### src/sv/skit_pkg.sv
`default_nettype none
package skit_pkg;

  typedef enum logic [1:0] {
    FUNC_CLEAR  = 2'd0,
    FUNC_INSERT = 2'd1,
    FUNC_LOOKUP = 2'd2
  } func_t;

  typedef enum logic [1:0] {
    ST_DONE      = 2'd0,
    ST_FOUND     = 2'd1,
    ST_NOT_FOUND = 2'd2,
    ST_FULL      = 2'd3
  } status_t;

  localparam int ORDER_W = 10;

  typedef enum logic [3:0] {
    S_IDLE,
    S_IS_RD,
    S_IS_CMP,
    S_SH_RD,
    S_SH_WR,
    S_INS_WR,
    S_LK_RD,
    S_LK_CMP,
    S_LA_RD,
    S_LA_CMP,
    S_LB_RD,
    S_LB_CMP,
    S_RESULT
  } state_t;

  typedef struct packed {
    logic    load;
    logic    clear;
    logic    is_init;
    logic    is_step;
    logic    sh_init;
    logic    sh_rd;
    logic    sh_wr;
    logic    ins_wr;
    logic    lk_init;
    logic    lk_step;
    logic    rd_a;
    logic    rd_b;
    logic    set_found;
    logic    set_status;
    status_t status;
    logic    strobe;
  } cmd_t;

  typedef struct packed {
    logic    full;
    logic    empty;
    logic    key_zero;
    logic    is_more;
    logic    sh_more;
    logic    lk_more;
    logic    lk_hit;
    logic    hit;
    func_t   func;
  } stat_t;

endpackage
`default_nettype wire

### src/sv/skit_ctrl.sv
`default_nettype none
module skit_ctrl (
  input  wire logic            clk,
  input  wire logic            rst,
  input  wire logic            start,
  input  wire skit_pkg::stat_t stat,
  output skit_pkg::cmd_t       cmd,
  output logic                 busy
);
  skit_pkg::state_t state;
  skit_pkg::state_t state_next;

  always_ff @(posedge clk) begin
    if (rst) begin
      state <= skit_pkg::S_IDLE;
    end else begin
      state <= state_next;
    end
  end

  always_comb begin
    state_next = state;
    unique case (state)
      skit_pkg::S_IDLE: begin
        if (start) begin
          state_next = skit_pkg::S_RESULT;
        end
      end
      skit_pkg::S_RESULT: begin
        state_next = skit_pkg::S_IDLE;
      end
      skit_pkg::S_IS_RD: state_next = skit_pkg::S_IS_CMP;
      skit_pkg::S_IS_CMP: begin
        state_next = skit_pkg::S_IS_RD;
      end
      skit_pkg::S_SH_RD: state_next = skit_pkg::S_SH_WR;
      skit_pkg::S_SH_WR: state_next = skit_pkg::S_SH_RD;
      skit_pkg::S_INS_WR: state_next = skit_pkg::S_IDLE;
      skit_pkg::S_LK_RD: state_next = skit_pkg::S_LK_CMP;
      skit_pkg::S_LK_CMP: state_next = skit_pkg::S_LK_RD;
      skit_pkg::S_LA_RD: state_next = skit_pkg::S_LA_CMP;
      skit_pkg::S_LA_CMP: state_next = skit_pkg::S_LB_RD;
      skit_pkg::S_LB_RD: state_next = skit_pkg::S_LB_CMP;
      skit_pkg::S_LB_CMP: state_next = skit_pkg::S_IDLE;
      default: state_next = skit_pkg::S_IDLE;
    endcase
    // Decisions that depend on the decoded item.
    unique case (state)
      skit_pkg::S_IDLE: begin
        if (start) begin
          state_next = skit_pkg::S_RESULT;
        end
      end
      skit_pkg::S_RESULT: begin
        state_next = skit_pkg::S_IDLE;
        if (stat.func == skit_pkg::FUNC_INSERT && !stat.full) begin
          state_next = skit_pkg::S_IS_RD;
        end else if (stat.func == skit_pkg::FUNC_LOOKUP && !stat.key_zero &&
                     !stat.empty) begin
          state_next = skit_pkg::S_LK_RD;
        end
      end
      skit_pkg::S_IS_RD: begin
        if (!stat.is_more) begin
          state_next = skit_pkg::S_SH_RD;
        end
      end
      skit_pkg::S_SH_RD: begin
        if (!stat.sh_more) begin
          state_next = skit_pkg::S_INS_WR;
        end
      end
      skit_pkg::S_LK_RD: begin
        if (!stat.lk_more) begin
          state_next = skit_pkg::S_LA_RD;
        end
      end
      skit_pkg::S_LK_CMP: begin
        if (stat.lk_hit) begin
          state_next = skit_pkg::S_IDLE;
        end
      end
      skit_pkg::S_LA_CMP: begin
        if (stat.hit) begin
          state_next = skit_pkg::S_IDLE;
        end
      end
      default: begin
      end
    endcase
  end

  always_comb begin
    cmd        = '0;
    cmd.status = skit_pkg::ST_DONE;
    busy       = (state != skit_pkg::S_IDLE);
    unique case (state)
      skit_pkg::S_IDLE: begin
        cmd.load = start;
      end
      skit_pkg::S_RESULT: begin
        cmd.is_init = 1'b1;
        cmd.set_status = 1'b1;
        if (stat.func == skit_pkg::FUNC_CLEAR) begin
          cmd.clear  = 1'b1;
          cmd.strobe = 1'b1;
        end else if (stat.func == skit_pkg::FUNC_INSERT) begin
          if (stat.full) begin
            cmd.status = skit_pkg::ST_FULL;
            cmd.strobe = 1'b1;
          end
        end else if (stat.func == skit_pkg::FUNC_LOOKUP) begin
          cmd.lk_init = 1'b1;
          cmd.is_init = 1'b0;
          cmd.status  = skit_pkg::ST_NOT_FOUND;
          if (stat.key_zero || stat.empty) begin
            cmd.strobe = 1'b1;
          end
        end else begin
          cmd.strobe = 1'b1;
        end
      end
      skit_pkg::S_IS_RD: begin
        if (!stat.is_more) begin
          cmd.sh_init = 1'b1;
        end
      end
      skit_pkg::S_IS_CMP: cmd.is_step = 1'b1;
      skit_pkg::S_SH_RD: cmd.sh_rd = 1'b1;
      skit_pkg::S_SH_WR: cmd.sh_wr = 1'b1;
      skit_pkg::S_INS_WR: begin
        cmd.ins_wr = 1'b1;
        cmd.strobe = 1'b1;
      end
      skit_pkg::S_LK_CMP: begin
        if (stat.lk_hit) begin
          cmd.set_found = 1'b1;
          cmd.strobe    = 1'b1;
        end else begin
          cmd.lk_step = 1'b1;
        end
      end
      skit_pkg::S_LA_RD: cmd.rd_a = 1'b1;
      skit_pkg::S_LA_CMP: begin
        if (stat.hit) begin
          cmd.set_found = 1'b1;
          cmd.strobe    = 1'b1;
        end
      end
      skit_pkg::S_LB_RD: cmd.rd_b = 1'b1;
      skit_pkg::S_LB_CMP: begin
        cmd.strobe = 1'b1;
        if (stat.hit) begin
          cmd.set_found = 1'b1;
        end
      end
      default: begin
      end
    endcase
  end
endmodule
`default_nettype wire

### config.mk
export PLATFORM = sky130hd
export DESIGN_NAME = skit_ctrl
export DESIGN_NICKNAME = d
export VERILOG_FILES = /design/src/sv/skit_pkg.sv /design/src/sv/skit_ctrl.sv
export SDC_FILE = /design/constraint.sdc
export NUM_CORES = 1
export LEC_CHECK = 0
export ABC_AREA = 1
export BUFFER_PORTS_ARGS = -buffer_cell sky130_fd_sc_hd__buf_2
export CORE_MARGIN = 5
export CORE_UTILIZATION = 43
export CTS_CLUSTER_DIAMETER = 30
export CTS_CLUSTER_SIZE = 40
export DETAILED_ROUTE_END_ITERATION = 16
export GPL_ROUTABILITY_DRIVEN = 0
export PLACE_DENSITY = 0.84
export REMOVE_ABC_BUFFERS = 1
export SYNTH_ARGS = -nofsm -noshare
export SYNTH_HDL_FRONTEND = slang
export SYNTH_SLANG_ARGS = --single-unit
export TNS_END_PERCENT = 5
### constraint.sdc
create_clock -name clk -period 1.4 [get_ports clk]
set_clock_uncertainty 0.05 [all_clocks]
set_input_delay 0.14 -clock clk [delete_from_list [all_inputs] [get_ports clk]]
set_output_delay 0.14 -clock clk [all_outputs]
set_load 0.01 [all_outputs]
==> impl_metrics.yaml <==
sta:
  setup_viol: 11
  final.setup.worst_slack_ns: -0.0680
  drv_slew: 0
  finalCritPeriodShare_pct: 105
  rsz0062_at_grt: "true"
  hold_violations: 0
  tightest_slew_ns: 0.209
  period_needed_ns: 1.47
  fmax_mhz: 681
  tns_ns: -0.534
  max_slew_margin_pct: 86.0
cts:
  cts.sinks: 4
  cts_tree: "done"
  numCtsBuffers: 3
  cts.path.max_buffers: 2
  clk_latency_ns: 0.25
  clk_pin_slew_worst_paths_ns: 0.05
  root_buffer: "clkbuf_4"
  htreeDepth: 1
logic_synthesis:
  yosysMostFrequentCell: "nor2_1"
  yosys-top-cells-area: "nor2_1, nand2_1, dfxtp_1, inv_1, nand3_1"
  async_reset_ff_share_pct: 0
  avgSynthCellArea_um2: 5.43
  ys_seq_area_share_pct: 13.9
  synth_edf_count: 0
  synth_cell_type_count: 19
  synth_top_area_share_pct: 15.7
  yosysTopAreaCell: "nor2_1"
  synthTopCellsByCount: "nor2_1, nand2_1, inv_1"
  synth-seq-cells: 4
  ys_dominant_reg_cell: "dfxtp_1"
  synth_area_um2: 576
  ys_warn_count: 0
  syn-instance-count: 106
floorplan:
  die_h_um: 46.6
  initial_core_util_pct: 44.8
  die_area_um2: 2170
  row_count: 13
  coreArea_um2: 1280
  die_w_um: 46.6
  ios: 31
global_routing:
  antenna_found_initial: 0
  grt_pass1_wl_um: 3130
  first_global_vias: 828
  overflow: 0
  grt_use_total_pct: 19.9
  grt_max_degree: 7
setup_path:
  regToRegSetupSlack_ns: 0.05
  startpoint_type: "flop"
  max_stage_delay_ns: 0.37
  crit_fanout: 5
  rr_endpoint: "state[1]"
  path_delay_family: "buffers and inverters"
  timing.rr.start: "state[2]"
  path_cells: "buf_4 -> nor2_4 -> buf_4 -> nand2_4 -> nor2_4 -> buf_6"
  path_buf_inv: 3
  critical_path_class: "flop to primary output"
  path_depth: 6
  required_ns: 1.21
  crit_path_end_kind: "primary output"
  crit_slowest_cell: "dfxtp_4"
  arrival_ns: 1.28
  reg2regPathDepth: 9
outcome:
  status: "finished with violations"
  violations: "negative setup slack"
layout:
  largest_reg_flops: 4
  n_antenna_cell: 0
  nets: 167
  reg_top3: "state x4"
  top_register: "state"
  finish.instance_area_um2: 1030
  post-route-util_pct: 79.8
  drive_gt1_share_pct: 59.9
  syn_to_final_growth_pct: 78.3
worst_hold_path:
  hold_path_depth: 2
  hold_end: "state[1]"
  holdCritStartpoint: "rst"
  hold_class: "primary input to flop"
placed_design:
  place_ws_ns: 0.0312
  post-dp-hpwl_um: 1390
  placed_area_um2: 759
  io_buffers: 30
routing:
  wire_per_inst_um: 14.2
  dr_total_vias: 876
  drcViolationCount: 0
  drtIter0Drc: 25
  drt_wl_total_um: 2370
  ant_nets: 0
  vias_per_cell: 5.25
  drtPass1Iterations: 4
power_and_ir_drop:
  p_total_uw: 1920
  p_leak_uw: 0.000604
  ir_drop_uv: 958
  power_density_nw_per_um2: 1870
job:
  maxCapViolations: 0
-- cells in the final DEF (no fill, tap or decap) --
cell | netlist | routed
a21oi_1 | 3 | 1
a21oi_2 | 0 | 2
buf_12 | 0 | 1
buf_2 | 0 | 27
buf_4 | 0 | 9
buf_6 | 0 | 6
clkbuf_4 | 0 | 3
dfxtp_4 | 0 | 4
inv_1 | 16 | 13
inv_2 | 6 | 5
inv_4 | 0 | 4
nand2_1 | 22 | 16
nand2_2 | 2 | 5
nand2_4 | 2 | 5
nand3_1 | 7 | 6
nand3_2 | 3 | 4
nand3b_1 | 3 | 3
nand4_1 | 1 | 1
nor2_1 | 24 | 18
nor2_2 | 5 | 6
nor2_4 | 3 | 8
nor3_1 | 1 | 1
o2111ai_2 | 0 | 1
o21ai_0 | 1 | 1
o21ai_1 | 1 | 1
o31ai_2 | 0 | 1
-- cell type report --
cell class              instances  area [µm²]
multi-input cells              80         507
repair buffers                 43         290
fillers                        84         259
flip-flops and latches          4        95.1
inverters                      22        92.6
clock buffers                   3        22.5
well taps                      15        18.8
-- through the flow --
stage | instances | hold WS (ns)
6_report | 167 | 0.0164
5_1_grt | 167 | 0.0286
4_1_cts | 163 | 0.0190
3_5_place_dp | 153 | 0.279
3_3_place_gp | 153 | 0.280
2_1_floorplan | 106 | 0.159
-- worst max path at each step --
stage / from / to / slack [ns]
final: state[1] / cmd[12] / -0.07
after floorplan: state[1] / state[3] / 0.15
after global routing: state[2] / cmd[4] / -0.13
after detailed placement: state[2] / cmd[0] / 0.03
after CTS: state[1] / cmd[0] / -0.04
after global placement: state[2] / cmd[0] / 0.04
-- routing by layer --
metal / global-route usage [%] / vias to the layer above / share of wire [%]
met2: 34.6 / 55 / 52
li1: - / 417 / -
met1: 20.5 / 394 / 38
met5: 0 / - / 0
met4: 13.6 / 0 / 2.0
met3: 4.69 / 10 / 7.4
-- report_power, final --
| group | total, µW | internal (µW) | switching, µW |
|---|---|---|---|
| clock network | 157 | 96.8 | 60.5 |
| logic | 1460 | 678 | 777 |
| registers | 303 | 185 | 118 |
-- worst register-to-register path: stages, from the launching register on --
cell	delay, ns
dfxtp_4	0.38
nand2_4	0.10
inv_4	0.04
nand2_4	0.10
buf_4	0.12
buf_4	0.10
nand3_2	0.09
nor2_4	0.12
nand2_1	0.07
a21oi_1	0.11
-- cell families (layout without fill, tap and decap cells) --
family	count (synthesis)	after routing	synth area share (%)
AND/OR/NAND/NOR	73	73	64.6
buffers and inverters	22	68	14.3
AO/OA/AOI/OAI	7	7	7.17
flip-flops	4	4	13.9
-- what timing repair did --
| item | in CTS | in global routing |
|---|---|---|
| resized for setup | 19 | 27 |
| hold buffers | 0 | 0 |
| buffers inserted | 7 | 4 |
| setup endpoints to repair | 11 | 11 |
| pin swaps | 6 | 7 |
Power figures use the tool's default switching activity.
